--- src/rtl/core/ssd_pkg.sv ---
package ssd_pkg;

    // Request kinds.
    localparam logic [1:0] KIND_INT  = 2'd0;
    localparam logic [1:0] KIND_RAW  = 2'd1;
    localparam logic [1:0] KIND_TEXT = 2'd2;

    // Configuration register indexes.
    localparam int unsigned CFG_INDEX_W = 3;
    localparam int unsigned CFG_DATA_W  = 12;
    localparam logic [CFG_INDEX_W-1:0] REG_BRIGHTNESS = 3'd0;
    localparam logic [CFG_INDEX_W-1:0] REG_ATTACHED   = 3'd1;
    localparam logic [CFG_INDEX_W-1:0] REG_BLANK      = 3'd2;
    localparam logic [CFG_INDEX_W-1:0] REG_MINUS      = 3'd3;
    localparam logic [CFG_INDEX_W-1:0] REG_DASH       = 3'd4;
    localparam logic [CFG_INDEX_W-1:0] REG_LETTER_E   = 3'd5;
    localparam logic [CFG_INDEX_W-1:0] REG_LETTER_R   = 3'd6;
    localparam logic [CFG_INDEX_W-1:0] REG_SPACE      = 3'd7;

    // Link command bytes.
    localparam logic [7:0] CMD_DATA_AUTO    = 8'h40;
    localparam logic [7:0] CMD_ADDR_START   = 8'hC0;
    localparam logic [7:0] CMD_DISPLAY_CTRL = 8'h88;

    // Integer clipping range.
    localparam logic signed [15:0] CLIP_HIGH = 16'sd9999;
    localparam logic signed [15:0] CLIP_LOW  = -16'sd999;

    // Reciprocals for division by 10, 100 and 1000 of values up to 9999.
    localparam logic [13:0] RECIP_DIV10   = 14'd6554;   // shift 16
    localparam logic [13:0] RECIP_DIV100  = 14'd10486;  // shift 20
    localparam logic [13:0] RECIP_DIV1000 = 14'd8389;   // shift 23

    // Characters recognized in text requests.
    localparam logic [7:0] CHAR_ZERO  = 8'h30;
    localparam logic [7:0] CHAR_NINE  = 8'h39;
    localparam logic [7:0] CHAR_DASH  = 8'h2D;
    localparam logic [7:0] CHAR_E     = 8'h45;
    localparam logic [7:0] CHAR_R     = 8'h72;
    localparam logic [7:0] CHAR_SPACE = 8'h20;
    localparam logic [7:0] CHAR_NUL   = 8'h00;

    // Configurable segment patterns.
    typedef struct packed {
        logic [7:0] blank;
        logic [7:0] minus;
        logic [7:0] dash;
        logic [7:0] letter_e;
        logic [7:0] letter_r;
        logic [7:0] space;
    } seg_codes_t;

    // Request after the divide stage.
    typedef struct packed {
        logic [1:0]  kind;
        logic [1:0]  display;
        logic        neg;
        logic [13:0] mag;
        logic [9:0]  q10;
        logic [6:0]  q100;
        logic [3:0]  q1000;
        logic [31:0] seg;
    } stage_t;

    // Position within one seven-byte frame.
    typedef enum logic [2:0] {
        SLOT_DATA_CMD = 3'd0,
        SLOT_ADDR_CMD = 3'd1,
        SLOT_DIGIT0   = 3'd2,
        SLOT_DIGIT1   = 3'd3,
        SLOT_DIGIT2   = 3'd4,
        SLOT_DIGIT3   = 3'd5,
        SLOT_CTRL     = 3'd6
    } frame_slot_t;

    function automatic logic [7:0] digit_pattern(input logic [3:0] value);
        logic [7:0] pat;
        unique case (value)
            4'd0:    pat = 8'h3F;
            4'd1:    pat = 8'h06;
            4'd2:    pat = 8'h5B;
            4'd3:    pat = 8'h4F;
            4'd4:    pat = 8'h66;
            4'd5:    pat = 8'h6D;
            4'd6:    pat = 8'h7D;
            4'd7:    pat = 8'h07;
            4'd8:    pat = 8'h7F;
            4'd9:    pat = 8'h6F;
            default: pat = 8'h00;
        endcase
        return pat;
    endfunction

endpackage

--- src/rtl/core/ssd_front.sv ---
module ssd_front (
    input  logic               clk,
    input  logic               rst_n,
    input  logic               req_valid,
    output logic               req_ready,
    input  logic [1:0]         kind,
    input  logic [1:0]         display,
    input  logic signed [15:0] number,
    input  logic [31:0]        segments,
    input  logic [31:0]        text,
    input  ssd_pkg::seg_codes_t codes,
    output logic               stage_valid,
    input  logic               stage_ready,
    output ssd_pkg::stage_t    stage
);
    import ssd_pkg::*;

    logic               s1_valid_reg;
    logic [1:0]         s1_kind_reg;
    logic [1:0]         s1_display_reg;
    logic signed [15:0] s1_number_reg;
    logic [31:0]        s1_segments_reg;
    logic [31:0]        s1_text_reg;

    logic               s2_valid_reg;
    stage_t             s2_reg;
    stage_t             s2_next;

    logic               s2_free;
    logic               s1_move;
    logic               accept;

    logic signed [15:0] clipped;
    logic [13:0]        mag;
    logic [27:0]        prod10;
    logic [27:0]        prod100;
    logic [27:0]        prod1000;
    logic [31:0]        text_seg;

    assign s2_free   = !s2_valid_reg || stage_ready;
    assign s1_move   = s1_valid_reg && s2_free;
    assign req_ready = !s1_valid_reg || s2_free;
    assign accept    = req_valid && req_ready;

    // Clip and take the magnitude, then split it into quotients by 10, 100
    // and 1000 with reciprocal multiplies.
    always_comb
    begin
        clipped = s1_number_reg;
        if (s1_number_reg > CLIP_HIGH)
        begin
            clipped = CLIP_HIGH;
        end
        else if (s1_number_reg < CLIP_LOW)
        begin
            clipped = CLIP_LOW;
        end
        mag      = clipped[15] ? 14'(-clipped) : 14'(clipped);
        prod10   = 28'(mag) * 28'(RECIP_DIV10);
        prod100  = 28'(mag) * 28'(RECIP_DIV100);
        prod1000 = 28'(mag) * 28'(RECIP_DIV1000);
    end

    // Text characters; everything from the first NUL byte on is blank.
    always_comb
    begin
        logic       ended;
        logic [7:0] ch;
        logic [7:0] pat;
        ended = 1'b0;
        for (int i = 0; i < 4; i++)
        begin
            ch = s1_text_reg[8*i +: 8];
            pat = codes.blank;
            if (ch == CHAR_NUL)
            begin
                ended = 1'b1;
            end
            if (!ended)
            begin
                if (ch >= CHAR_ZERO && ch <= CHAR_NINE)
                begin
                    pat = digit_pattern(4'(ch - CHAR_ZERO));
                end
                else if (ch == CHAR_DASH)
                begin
                    pat = codes.dash;
                end
                else if (ch == CHAR_E)
                begin
                    pat = codes.letter_e;
                end
                else if (ch == CHAR_R)
                begin
                    pat = codes.letter_r;
                end
                else if (ch == CHAR_SPACE)
                begin
                    pat = codes.space;
                end
            end
            text_seg[8*i +: 8] = pat;
        end
    end

    always_comb
    begin
        s2_next.kind    = s1_kind_reg;
        s2_next.display = s1_display_reg;
        s2_next.neg     = clipped[15];
        s2_next.mag     = mag;
        s2_next.q10     = prod10[25:16];
        s2_next.q100    = prod100[26:20];
        s2_next.q1000   = prod1000[26:23];
        s2_next.seg     = (s1_kind_reg == KIND_RAW) ? s1_segments_reg : text_seg;
    end

    always_ff @(posedge clk or negedge rst_n)
    begin
        if (!rst_n)
        begin
            s1_valid_reg <= 1'b0;
            s2_valid_reg <= 1'b0;
        end
        else
        begin
            if (req_ready)
            begin
                s1_valid_reg <= req_valid;
            end
            if (s2_free)
            begin
                s2_valid_reg <= s1_valid_reg;
            end
        end
    end

    always_ff @(posedge clk)
    begin
        if (accept)
        begin
            s1_kind_reg     <= kind;
            s1_display_reg  <= display;
            s1_number_reg   <= number;
            s1_segments_reg <= segments;
            s1_text_reg     <= text;
        end
        if (s1_move)
        begin
            s2_reg <= s2_next;
        end
    end

    assign stage_valid = s2_valid_reg;
    assign stage       = s2_reg;

endmodule

--- src/rtl/core/ssd_update.sv ---
module ssd_update #(
    parameter int NUM_DISPLAYS = 4
) (
    input  logic                clk,
    input  logic                rst_n,
    input  logic                stage_valid,
    output logic                stage_ready,
    input  ssd_pkg::stage_t     stage,
    input  logic [11:0]         brightness_codes,
    input  logic [3:0]          attached_mask,
    input  ssd_pkg::seg_codes_t codes,
    output logic                frame_valid,
    input  logic                frame_ready,
    output logic [1:0]          target,
    output logic [7:0]          frame_byte,
    output logic                start_before,
    output logic                stop_after,
    output logic                last
);
    import ssd_pkg::*;

    localparam int CACHE_DEPTH = (NUM_DISPLAYS < 4) ? NUM_DISPLAYS : 4;
    localparam int IDX_W       = (CACHE_DEPTH > 1) ? $clog2(CACHE_DEPTH) : 1;
    localparam int CACHE_SIZE  = 2 ** IDX_W;
    localparam logic [3:0] DISPLAY_LIMIT = 4'(NUM_DISPLAYS);

    logic [CACHE_SIZE-1:0] cache_valid_reg;
    logic [31:0]           cache_seg_reg [CACHE_SIZE];
    logic [2:0]            cache_br_reg  [CACHE_SIZE];

    logic                  busy_reg;
    logic                  busy_next;
    frame_slot_t           slot_reg;
    frame_slot_t           slot_next;
    logic [1:0]            tgt_reg;
    logic [31:0]           seg_reg;
    logic [2:0]            br_reg;

    logic [IDX_W-1:0]      idx;
    logic [3:0]            d0, d1, d2, d3;
    logic [7:0]            int_seg0, int_seg1, int_seg2, int_seg3;
    logic [31:0]           packed_seg;
    logic [3:0]            br_lsb;
    logic [2:0]            br;
    logic                  kind_ok;
    logic                  in_range;
    logic                  hit;
    logic                  emit;
    logic                  last_byte;
    logic                  em_free;
    logic                  load;

    assign idx = stage.display[IDX_W-1:0];

    // Decimal digits from the registered quotients.
    assign d3 = 4'(stage.mag - 14'({stage.q10, 3'b000}) - 14'({stage.q10, 1'b0}));
    assign d2 = 4'(stage.q10 - 10'({stage.q100, 3'b000}) - 10'({stage.q100, 1'b0}));
    assign d1 = 4'(stage.q100 - 7'({stage.q1000, 3'b000}) - 7'({stage.q1000, 1'b0}));
    assign d0 = stage.q1000;

    // Right-aligned, leading positions blank while the remaining quotient is zero.
    assign int_seg3 = digit_pattern(d3);
    assign int_seg2 = (stage.q10 != '0) ? digit_pattern(d2) : codes.blank;
    assign int_seg1 = (stage.q100 != '0) ? digit_pattern(d1) : codes.blank;
    assign int_seg0 = stage.neg ? codes.minus :
                      ((stage.q1000 != '0) ? digit_pattern(d0) : codes.blank);

    assign packed_seg = (stage.kind == KIND_INT) ?
                        {int_seg3, int_seg2, int_seg1, int_seg0} : stage.seg;

    assign br_lsb = 4'({stage.display, 1'b0}) + 4'(stage.display);
    assign br     = brightness_codes[br_lsb +: 3];

    assign kind_ok  = (stage.kind == KIND_INT) || (stage.kind == KIND_RAW) ||
                      (stage.kind == KIND_TEXT);
    assign in_range = kind_ok && ({2'b00, stage.display} < DISPLAY_LIMIT) &&
                      attached_mask[stage.display];
    assign hit      = cache_valid_reg[idx] && (cache_seg_reg[idx] == packed_seg) &&
                      (cache_br_reg[idx] == br);
    assign emit     = in_range && !hit;

    assign last_byte   = (slot_reg == SLOT_CTRL);
    assign em_free     = !busy_reg || (frame_ready && last_byte);
    assign load        = stage_valid && emit && em_free;
    assign stage_ready = !emit || em_free;

    always_comb
    begin
        busy_next = busy_reg;
        slot_next = slot_reg;
        if (load)
        begin
            busy_next = 1'b1;
            slot_next = SLOT_DATA_CMD;
        end
        else if (busy_reg && frame_ready)
        begin
            if (last_byte)
            begin
                busy_next = 1'b0;
            end
            else
            begin
                slot_next = frame_slot_t'(3'(slot_reg) + 3'd1);
            end
        end
    end

    always_ff @(posedge clk or negedge rst_n)
    begin
        if (!rst_n)
        begin
            busy_reg        <= 1'b0;
            slot_reg        <= SLOT_DATA_CMD;
            cache_valid_reg <= '0;
        end
        else
        begin
            busy_reg <= busy_next;
            slot_reg <= slot_next;
            if (load)
            begin
                cache_valid_reg[idx] <= 1'b1;
            end
        end
    end

    always_ff @(posedge clk)
    begin
        if (load)
        begin
            tgt_reg            <= stage.display;
            seg_reg            <= packed_seg;
            br_reg             <= br;
            cache_seg_reg[idx] <= packed_seg;
            cache_br_reg[idx]  <= br;
        end
    end

    always_comb
    begin
        frame_byte   = '0;
        start_before = 1'b0;
        stop_after   = 1'b0;
        last         = 1'b0;
        unique case (slot_reg)
            SLOT_DATA_CMD:
            begin
                frame_byte   = CMD_DATA_AUTO;
                start_before = 1'b1;
                stop_after   = 1'b1;
            end
            SLOT_ADDR_CMD:
            begin
                frame_byte   = CMD_ADDR_START;
                start_before = 1'b1;
            end
            SLOT_DIGIT0: frame_byte = seg_reg[7:0];
            SLOT_DIGIT1: frame_byte = seg_reg[15:8];
            SLOT_DIGIT2: frame_byte = seg_reg[23:16];
            SLOT_DIGIT3:
            begin
                frame_byte = seg_reg[31:24];
                stop_after = 1'b1;
            end
            SLOT_CTRL:
            begin
                frame_byte   = CMD_DISPLAY_CTRL | {5'b00000, br_reg};
                start_before = 1'b1;
                stop_after   = 1'b1;
                last         = 1'b1;
            end
            default:
            begin
                frame_byte = '0;
            end
        endcase
    end

    assign frame_valid = busy_reg;
    assign target      = tgt_reg;

endmodule

--- src/rtl/core/seven_segment_display_update.sv ---
// Seven-segment display updater for up to four four-digit displays on a
// two-wire link. Each request names a display and carries a signed integer
// (clipped to -999..9999, right-aligned), four raw segment bytes, or four
// text characters. When the display is attached and the new segments or its
// brightness differ from what was last sent, the block emits seven frame
// bytes, one per cycle while frame_ready is high, on the frame channel: the
// data command, the address command, the four segment bytes and the display
// control byte, each marked with its start and stop conditions; the final
// byte carries last. Requests to a detached display, with an unknown kind,
// or with unchanged contents produce nothing. The request path is a
// two-stage pipeline (input register, then a divide stage built from
// reciprocal multiplies). A request that produces a frame occupies the byte
// sequencer until its last byte is taken; requests that are dropped pass
// at one per cycle unless held behind one waiting for the sequencer. The
// user must write configuration through the cfg port only while the block
// is idle; the block itself does not enforce this.
module seven_segment_display_update #(
    parameter int NUM_DISPLAYS = 4
) (
    input  logic               clk,
    input  logic               rst_n,

    // Request channel.
    input  logic               req_valid,
    output logic               req_ready,
    input  logic [1:0]         kind,
    input  logic [1:0]         display,
    input  logic signed [15:0] number,
    input  logic [31:0]        segments,
    input  logic [31:0]        text,

    // Frame byte channel.
    output logic               frame_valid,
    input  logic               frame_ready,
    output logic [1:0]         target,
    output logic [7:0]         frame_byte,
    output logic               start_before,
    output logic               stop_after,
    output logic               last,

    // Configuration write port.
    input  logic                               cfg_we,
    input  logic [ssd_pkg::CFG_INDEX_W-1:0]    cfg_index,
    input  logic [ssd_pkg::CFG_DATA_W-1:0]     cfg_data
);
    import ssd_pkg::*;

    // Configuration registers. Brightness holds three bits per display,
    // display zero in the lowest bits.
    logic [11:0] brightness_reg;
    logic [3:0]  attached_reg;
    seg_codes_t  codes_reg;

    logic        stage_valid;
    logic        stage_ready;
    stage_t      stage;

    always_ff @(posedge clk or negedge rst_n)
    begin
        if (!rst_n)
        begin
            brightness_reg     <= 12'hFFF;
            attached_reg       <= 4'h0;
            codes_reg.blank    <= 8'h00;
            codes_reg.minus    <= 8'h40;
            codes_reg.dash     <= 8'h40;
            codes_reg.letter_e <= 8'h79;
            codes_reg.letter_r <= 8'h50;
            codes_reg.space    <= 8'h00;
        end
        else if (cfg_we)
        begin
            unique case (cfg_index)
                REG_BRIGHTNESS: brightness_reg     <= cfg_data;
                REG_ATTACHED:   attached_reg       <= cfg_data[3:0];
                REG_BLANK:      codes_reg.blank    <= cfg_data[7:0];
                REG_MINUS:      codes_reg.minus    <= cfg_data[7:0];
                REG_DASH:       codes_reg.dash     <= cfg_data[7:0];
                REG_LETTER_E:   codes_reg.letter_e <= cfg_data[7:0];
                REG_LETTER_R:   codes_reg.letter_r <= cfg_data[7:0];
                REG_SPACE:      codes_reg.space    <= cfg_data[7:0];
                default:        attached_reg       <= attached_reg;
            endcase
        end
    end

    // Input register, text mapping and the divide stage for integers.
    ssd_front u_front (
        .clk         (clk),
        .rst_n       (rst_n),
        .req_valid   (req_valid),
        .req_ready   (req_ready),
        .kind        (kind),
        .display     (display),
        .number      (number),
        .segments    (segments),
        .text        (text),
        .codes       (codes_reg),
        .stage_valid (stage_valid),
        .stage_ready (stage_ready),
        .stage       (stage)
    );

    // Digit formatting, cache compare and the seven-byte frame sequencer.
    // The cache is written when a frame is committed to the sequencer, so a
    // following request to the same display compares against it directly.
    ssd_update #(
        .NUM_DISPLAYS (NUM_DISPLAYS)
    ) u_update (
        .clk              (clk),
        .rst_n            (rst_n),
        .stage_valid      (stage_valid),
        .stage_ready      (stage_ready),
        .stage            (stage),
        .brightness_codes (brightness_reg),
        .attached_mask    (attached_reg),
        .codes            (codes_reg),
        .frame_valid      (frame_valid),
        .frame_ready      (frame_ready),
        .target           (target),
        .frame_byte       (frame_byte),
        .start_before     (start_before),
        .stop_after       (stop_after),
        .last             (last)
    );

endmodule
--- config.mk ---
export PLATFORM = sky130hd
export DESIGN_NAME = seven_segment_display_update
export DESIGN_NICKNAME = d
export VERILOG_FILES = /design/src/rtl/core/ssd_pkg.sv /design/src/rtl/core/ssd_front.sv /design/src/rtl/core/ssd_update.sv /design/src/rtl/core/seven_segment_display_update.sv
export SDC_FILE = /design/constraint.sdc
export NUM_CORES = 1
export LEC_CHECK = 0
export ABC_AREA = 1
export BUFFER_PORTS_ARGS = -buffer_cell sky130_fd_sc_hd__buf_2
export CAP_MARGIN = 20
export CELL_PAD_IN_SITES_DETAIL_PLACEMENT = 1
export CELL_PAD_IN_SITES_GLOBAL_PLACEMENT = 1
export CORE_UTILIZATION = 30
export CTS_BUF_LIST = sky130_fd_sc_hd__clkbuf_16
export DETAILED_ROUTE_END_ITERATION = 10
export PLACE_DENSITY_LB_ADDON = 0.08
export SYNTH_ARGS = -nofsm -noshare
export SYNTH_HDL_FRONTEND = slang
export SYNTH_SLANG_ARGS = --single-unit
--- constraint.sdc ---
create_clock -name clk -period 17.95 [get_ports clk]
set_clock_uncertainty 0.2 [all_clocks]
set_input_delay 0 -clock clk [delete_from_list [all_inputs] [get_ports clk]]
set_output_delay 0 -clock clk [all_outputs]
set_load 0.02 [all_outputs]
# Word-level counts from Yosys, hierarchy flattened
# Memories as Yosys holds them, arrays and structs flattened. A register that Yosys moved wholly into a read port is not among the register bits.
# Index checks and enable logic that the tools add are counted.
# totals
reg_bits	257
latch_bits	0
ramBits	140
romBits	896
inputBits	104
out_inout_bits	15
word_cells	212
mem_count	10
# classes
addsub	13
mul	3
n_div	0
magnitude_cmp	12
n_eq_ne	35
shift	1
mux	58
n_bitwise	1
reduce_logical	50
# mem_list
memory	words	width	rd	rd_ports_with_merged_regs	write_ports	line_no	text
u_update.cache_seg_reg	4	32	1	1	1	ssd_update.sv:28	logic [31:0] cache_seg_reg [CACHE_SIZE];
(no name shown)	16	7	1	0	0	ssd_pkg.sv:78	unique case (value)
(no name shown)	16	7	1	0	0	ssd_pkg.sv:78	
(no name shown)	16	7	1	0	0	ssd_pkg.sv:78	
(no name shown)	16	7	1	0	0	ssd_pkg.sv:78	
(no name shown)	16	7	1	1	0	ssd_pkg.sv:78	
+4 memories	--	--	--	--	--	--	
# op_table
cell	n
2-to-1 mux 8 bit	28
equality test 8 x 6 -> 1 bit, second input constant	8
equality test 8 x 7 -> 1 bit, second input constant	8
2-to-1 mux 32 bit	2
case mux 8 bit (7 select lines)	1
equality test 32 bit	1
greater-or-equal comparator 8 x 6 -> 1 bit, second input constant	4
<= comparator 8 x 6 -> 1 bit, second input constant	4
logical NOT 8 bit	4
2-to-1 mux 16 bit	2
multiplier 14 x 14 -> 27 bit, second input constant	1
multiplier 14 x 13 -> 26 bit, second input constant	1
multiplier 14 x 12 -> 25 bit, second input constant	1
subtractor 4 bit	6
equality test 3 bit, second input constant	7
AND reduction 2 bit	10
> comparator 16 x 15 -> 1 bit, second input constant	1
less-than comparator 16 x 11 -> 1 bit, second input constant	1
subtractor 4 x 1 -> 4 bit, second input constant	4
logical AND 1 bit	15
2-to-1 mux 1 bit	15
2-to-1 mux 14 bit	1
negation 14 bit	1
equality test 3 x 2 -> 1 bit, second input constant	4
25 further kinds	43

# Logic depth before layout (Yosys ltp)
# Gate-level depths: netlist (run 1).
# An unclocked memory read counts as a cell.
# logic_depth
word_depth	15
depth_mapped	41
mapped_depth_nobuf	40

# Cells and area by module
# A second synthesis (run 1) with hierarchy kept.
# hier_totals
cells_unflattened	3556
hier_area_um2	30983.5
# modules_own_cells
module	instances	cells_each	area_each_um2	seq_area_each_um2
ssd_front	1	2057	17977.2	5295.1
ssd_update	1	1206	10443.8	5515.3
seven_segment_display_update	1	293	2562.5	1627.8

# Worst setup path after synthesis (run 1)
# Ideal clock, no wire load.
# synth_path
path_kind	register -> register
from	register u_front.s1_number_reg[9]
to	register u_front.s2_reg, in the netlist u_front.stage[41] (data pin)
setup_time_ns	0.258
arrival_time_ns	7.206
required_time_ns	17.492
setup_slack_ns	10.286
stages_incl_launch_ff	35
n_path_buf	1
synth_period_minus_slack_ns	7.664
path_cell_list	edfxtp_1 > nor4_1 > o21ai_0 > nand2_1 > ha_1 > clkbuf_1 > inv_1 > nand2_1 > nor2_1 > ha_1 > nand4_1 > o21ai_1 > nand2_1 > nor2_1 > xor2_1 > inv_1 > ha_1 > inv_1 > fa_1 > inv_1 > fa_1 > inv_1 > fa_1 > fa_1 > inv_1 > ha_1 > a21oi_1 > o21a_1 > nand2_1 > a21oi_1 > o21bai_1 > a21boi_0 > o21bai_1 > a21oi_1 > xnor2_1
# synth_via
elab_chain_len	6
word_cells_on_any_way	7
cone_classes	add/sub (1); mul (1); order compare (2); mux (3)
# synth_rtl
item	line_no	text
from (decl)	ssd_front.sv:21	logic signed [15:0] s1_number_reg;
from (signal assigned)	ssd_front.sv:144	s1_number_reg <= number;
less-than comparator 16 x 11 -> 1 bit	ssd_front.sv:54	else if (s1_number_reg < CLIP_LOW)
2-to-1 mux 16 bit	ssd_front.sv:54	
2-to-1 mux 16 bit (*)	ssd_front.sv:50	if (s1_number_reg > CLIP_HIGH)
negation 14 bit	ssd_front.sv:58	mag = clipped[15] ? 14'(-clipped) : 14'(clipped);
2-to-1 mux 14 bit (*)	ssd_front.sv:58	
multiplier 14 x 13 -> 26 bit (*)	ssd_front.sv:60	prod100 = 28'(mag) * 28'(RECIP_DIV100);
via u_front.prod100[25]	ssd_front.sv:36	logic [27:0] prod100;
to (signal assigned)	ssd_front.sv:150	s2_reg <= s2_next;
to (decl)	ssd_front.sv:26	stage_t s2_reg;
# The timed path passes the listed nets; every way through them passes the cells marked *.
# A chain may end at the register's enable or synchronous reset.

# Final worst setup path (run 1)
# layout_path
from	register u_front.s1_number_reg[1]
to	register u_front.s2_reg, in the netlist u_front.stage[41] (data pin)
# The elaborated chain is that of the path after synthesis.

==> results.py, run 1 <==
metrics = {
    "sta": {
        "final_max_slew_viol_count": 0,
        "finalSetupViolCount": 0,
        "finalCritPeriodShare_pct": 49.9,
        "relSlewSlack_pct": 32.8,
        "min_period_ns": 8.95,
        "hold-worst-slack_ns": 0.121,
        "setup_ws_ns": 9.00,
        "fmax_mhz": 112,
        "rsz0062_at_grt": "no",
        "hold_viol_final": 0,
        "tightest_slew_ns": 1.01,
        "setup_tns_ns": 0,
    },
    "synth": {
        "ys_warn_count": 0,
        "synth_seq_cells": 434,
        "synth_area_sq_um": 29900,
        "postSynthAreaPerCell_sq_um": 9.17,
        "synth_nets": 3807,
        "synth-edff-count": 323,
        "yosysSeqAreaShare_pct": 41.2,
        "yosysUniqueCellTypes": 64,
        "synth_top_area_share_pct": 32.4,
        "ys.flop_type": "edfxtp_1",
        "synth_top_area_cell": "edfxtp_1",
        "syn_inst": 3264,
        "synth_area_leaders": "edfxtp_1, ha_1, nand2_1",
        "postSynth.asyncResetShare_pct": 17.1,
    },
    "grt": {
        "globalRoute.totalOverflow": 0,
        "antenna_found_initial": 7,
        "grt_pass1_wl_um": 153000,
        "grt_start_max_net_pins": 73,
        "grt_util_all_layers_pct": 19.8,
        "grt_pass1_vias": 25532,
    },
    "worst_setup_path": {
        "reg2reg_slack_ns": 9.00,
        "cp_slowest_stage_delay_ns": 0.68,
        "critPathRequiredTime_ns": 18.14,
        "r2r-start": "u_front.s1_number_reg[1]$_DFFE_PP_",
        "crit_path_frequent_cell": "inv_1",
        "crit_type": "register to register",
        "crit_path_start": "u_front.s1_number_reg[1]$_DFFE_PP_",
        "end_kind": "register",
        "worstSetupStartpointType": "register",
        "critPathArrivalTime_ns": 9.14,
        "crit_path_top_delay_cell": "xor2_1",
        "critical-path-top-delay-family": "adder cells",
        "cp_num_buf_inv": 6,
        "cp_max_fo": 8,
    },
    "route": {
        "detail-route-antenna-nets": 0,
        "vias_per_cell": 4.79,
        "drt_first_pass_iters": 5,
        "route.detailed.drc": 0,
        "drt_wl_total_um": 99700,
        "wl_per_cell_um": 20.2,
        "vias": 23678,
        "dr.first_iter.drc_count": 1054,
    },
    "placement": {
        "place_congestion": 0.873,
        "detailedPlacementHpwl_um": 76300,
        "port-buffer-count": 118,
        "dpl.cell_count": 4619,
        "pre_cts_ws_ns": 8.98,
    },
    "clocking": {
        "cts_sinks": 434,
        "cts_tree": "built",
        "numCtsBuffers": 55,
        "clk_latency_ns": 0.66,
        "clk_pin_slew_ns": 0.06,
        "root_buffer": "clkbuf_16",
        "htreeDepth": 2,
        "cts_buffer_depth": 3,
    },
    "final_layout": {
        "fin_nets": 4156,
        "largest_reg_flops": 128,
        "areaGrowthSynthToFinish_pct": 20.5,
        "final_common_cell": "nand2_1",
        "layout_common_cells": "nand2_1, inv_1, edfxtp_1, ha_1, o21ai_0",
        "finalNonFillerCells": 4948,
        "drive_above_1_share_pct": 10.3,
    },
    "floorplan": {
        "dieArea_sq_um": 101000,
        "initial_utilization_pct": 30.4,
        "coreArea_sq_um": 98600,
        "die-height_um": 318,
        "fp-row-count": 115,
        "io-pin-count": 119,
        "die_x_um": 318,
    },
    "outcome": {
        "outcome": "finished clean",
    },
    "hold_path": {
        "hp-class": "primary input to register",
        "hold_path.startpoint": "text[27]",
    },
    "flow_run": {
        "drv_cap": 0,
    },
}
[worst reg2reg max path: cells and delay by family, from the launching register on]
family	cells	cell delay (ns)
AOI/OAI and AO/OA	9	1.67
xor gates and xnor gates	2	0.76
adders and majority gates	8	3.41
buffers and inverters	6	0.96
DFF	1	0.40
and+or+nand+nor	8	1.30
[layer usage]
| metal | vias up | global-route usage [%] | wire length [um] |
|---|---|---|---|
| met5 | - | 0 | 0 |
| met4 | 0 | 4.81 | 2300 |
| met3 | 115 | 2.55 | 2850 |
| met2 | 336 | 33.0 | 46600 |
| met1 | 11696 | 27.1 | 47900 |
| li1 | 11531 | - | - |
[path summary, 6_finish.rpt]
check                                                               end  cells past startpoint
worst max register to register              u_front.stage[41]$_DFFE_PP_                     33
worst max-delay path                        u_front.stage[41]$_DFFE_PP_                     33
worst min-delay path                                           register                      6
min in group asynchronous                   attached_reg[1]$_DFFE_PN0P_                      4
max in group asynchronous                     codes_reg[24]$_DFFE_PN0P_                      4
worst min register to register  u_update.cache_valid_reg[2]$_DFFE_PN0P_                      2
[logic make-up after synthesis]
kind of cell             count (synthesis)  share of synthesized area (%)
flip-flops                             434                           41.2
XOR/XNOR                                41                           1.20
buffers and inverters                  616                           8.03
AND/OR/NAND/NOR                       1196                           17.5
multiplexers                             3                          0.113
AO/OA/AOI/OAI                          535                           10.3
adder cells (fa/ha/maj)                439                           21.7
[Yosys cell counts, types with 4 or more instances]
| cell | number |
|---|---|
| a211oi_1 | 9 |
| a21oi_1 | 135 |
| a221oi_1 | 6 |
| a31oi_1 | 4 |
| a32oi_1 | 21 |
| buf_2 | 29 |
| buf_4 | 4 |
| clkbuf_1 | 37 |
| dfrtp_1 | 53 |
| dfstp_2 | 21 |
| dfxtp_1 | 37 |
| edfxtp_1 | 323 |
| fa_1 | 133 |
| ha_1 | 306 |
| inv_1 | 507 |
| inv_2 | 29 |
| nand2_1 | 779 |
| nand2_2 | 22 |
| nand2_4 | 12 |
| nand3_1 | 133 |
| nand3_2 | 5 |
| nand3_4 | 9 |
| nand3b_1 | 24 |
| nand4_1 | 21 |
| nor2_1 | 140 |
| nor2_2 | 4 |
| nor3_1 | 14 |
| nor4_1 | 8 |
| o2111ai_1 | 4 |
| o211ai_1 | 39 |
| o21ai_0 | 233 |
| o21ai_1 | 21 |
| o21ai_2 | 4 |
| o22ai_1 | 32 |
| or2_2 | 19 |
| xnor2_1 | 14 |
| xor2_1 | 27 |
[what timing repair did]
action	CTS	global route
buffers inserted	0	0
hold buffers	222	0
hold endpoints to repair	255	0
resized for setup	0	0
[area by class of cell]
class / count / area [sq um]
flip-flops and latches: 434 / 12300
clock buffers: 55 / 1380
diodes: 1 / 2.50
clock inverters: 49 / 434
fillers: 11378 / 62500
repair buffers: 369 / 3040
multi-input cells: 2214 / 15200
inverters: 539 / 2030
well taps: 1287 / 1610
[per-stage QoR]
| step | area (sq um) | util [%] |
|---|---|---|
| after floorplan | 29900 | - |
| after global placement | 32000 | 32.5 |
| after detailed placement | 32000 | 32.5 |
| after CTS | 36000 | 36.6 |
| after global routing | 36100 | 36.6 |
| final | 36100 | 36.6 |
Power of run 1 is not shown: default switching activity piles up to over one toggle a cycle in this logic, so the estimate is an artifact.
==> run 2, diff against run 1 <==
- clock period: 17.95 -> 8.6 ns (I/O delays scaled with it)
==> results.py, run 2 (synthesis results as in run 1) <==
metrics = {
    "sta": {
        "finalSetupViolCount": 0,
        "hold_viol_final": 0,
        "relSlewSlack_pct": 28.8,
        "tightest_slew_ns": 1.07,
        "fmax_mhz": 127,
        "hold-worst-slack_ns": 0.114,
        "min_period_ns": 7.85,
        "finalCritPeriodShare_pct": 91.3,
        "final_max_slew_viol_count": 0,
    },
    "hold_path": {
        "hold_depth": 6,
        "hold_path.startpoint": "frame_ready",
        "hp-class": "primary input to register",
    },
    "grt": {
        "grt_util_met2_pct": 34.0,
        "grt_util_all_layers_pct": 20.0,
        "met3_usage_pct": 2.22,
        "grt_start_max_net_pins": 73,
        "grt_pass1_wl_um": 156000,
        "top_usage_layer": "met2",
        "globalRoute.totalOverflow": 0,
        "antenna_found_initial": 3,
        "grt_pass1_vias": 25863,
        "use_met1_pct": 27.4,
    },
    "outcome": {
        "outcome": "finished clean",
    },
    "worst_setup_path": {
        "cp_slowest_stage_delay_ns": 0.56,
        "crit_type": "register to register",
        "crit_path_start": "u_front.s1_number_reg[6]$_DFFE_PP_",
        "end_kind": "register",
        "cp_num_buf_inv": 9,
        "crit_path_frequent_cell": "inv_1",
        "critPathRequiredTime_ns": 8.79,
        "critical-path-top-delay-family": "adder cells",
        "reg2reg_depth": 35,
        "r2r-start": "u_front.s1_number_reg[6]$_DFFE_PP_",
        "crit_path_top_delay_cell": "fa_1",
        "cp_max_fo": 9,
        "worstSetupStartpointType": "register",
        "critPathArrivalTime_ns": 8.04,
        "crit_cells": 35,
    },
    "final_layout": {
        "layout_common_cells": "nand2_1, inv_1, edfxtp_1, ha_1, o21ai_0",
        "drive_above_1_share_pct": 10.6,
        "final_common_cell": "nand2_1",
        "largest_reg_flops": 128,
        "areaGrowthSynthToFinish_pct": 20.5,
        "fill_cells": 11332,
        "num_antenna_cells": 0,
        "postLayoutCoreUtil_pct": 36.6,
        "fin_nets": 4161,
        "multi_input_area_sq_um": 15300,
        "final-seq-area_sq_um": 12300,
    },
    "route": {
        "vias_per_cell": 4.81,
        "drt_wl_total_um": 101000,
        "route.detailed.drc": 0,
        "vias": 23809,
        "drt_first_pass_iters": 5,
        "dr.first_iter.drc_count": 1083,
        "detail-route-antenna-nets": 0,
        "wl_per_cell_um": 20.3,
    },
    "clocking": {
        "numCtsBuffers": 53,
        "cts_buffer_depth": 3,
        "cts_tree": "built",
        "post_cts_buffers": 0,
        "root_buffer": "clkbuf_16",
        "clk_pin_slew_ns": 0.06,
        "clk_latency_ns": 0.65,
        "htreeDepth": 2,
        "cts_sinks": 434,
    },
    "floorplan": {
        "die_x_um": 318,
        "dieArea_sq_um": 101000,
        "initial_utilization_pct": 30.4,
        "coreArea_sq_um": 98600,
        "io-pin-count": 119,
        "fp-row-count": 115,
        "die-height_um": 318,
    },
    "placement": {
        "port-buffer-count": 118,
        "detailedPlacementHpwl_um": 76500,
        "place_congestion": 0.890,
    },
    "flow_run": {
        "drv_cap": 0,
    },
}
run 2: tightest hold or removal path, cell delays in order:
cell	delay [ns]
dlygate4sd3_1	0.52
buf_2	0.11
nand2_1	0.05
inv_1	0.10
a32oi_1	0.10
inv_1	0.05
run 2: cell type report:
class	count	share of cell area (%)
Multi-Input combinational cell	2214	42.3
Clock buffer	54	3.75
Clock inverter	45	1.11
Sequential cell	434	34.2
Timing Repair Buffer	376	8.55
Inverter	539	5.63
Tap cell	1287	4.46
run 2: per-layer routing:
layer	wire length [um]	part of all wire (%)
met1	48200	48
met2	47700	47
met3	2860	2.8
met4	1750	1.7
met5	0	0
run 2: metrics by stage:
stage          instance area (sq um)  std cells  setup slack [ns]  TNS [ns]
6_report                       36100       4949             0.751         0
5_1_grt                        36100       4949           -0.0281   -0.0569
4_1_cts                        36000       4949            0.0852         0
3_5_place_dp                   32100       4628           -0.0750    -0.162
3_3_place_gp                   32100       4628             0.178         0
2_1_floorplan                  29900       3264             0.936         0
run 2: timing repair:
| action | 4_1_cts | 5_1_grt |
|---|---|---|
| endpoints found under the hold margin | 255 | 0 |
| hold buffers | 222 | 0 |
| resized for setup | 1 | 8 |
| endpoints found under the setup margin | 7 | 19 |
run 2: path summary, 6_finish.rpt:
path	end	slack [ns]
setup reg to reg	u_front.stage[41]$_DFFE_PP_	0.75
hold reg to reg	u_front.stage[70]$_DFFE_PP_	0.26
max in group asynchronous	codes_reg[25]$_DFFE_PN0P_	7.12
hold / removal	u_update.slot_reg[1]$_DFFE_PN0P_	0.11
min in group asynchronous	attached_reg[0]$_DFFE_PN0P_	0.49
setup / recovery	u_front.stage[41]$_DFFE_PP_	0.75
Power of run 2 is left out for the same reason.
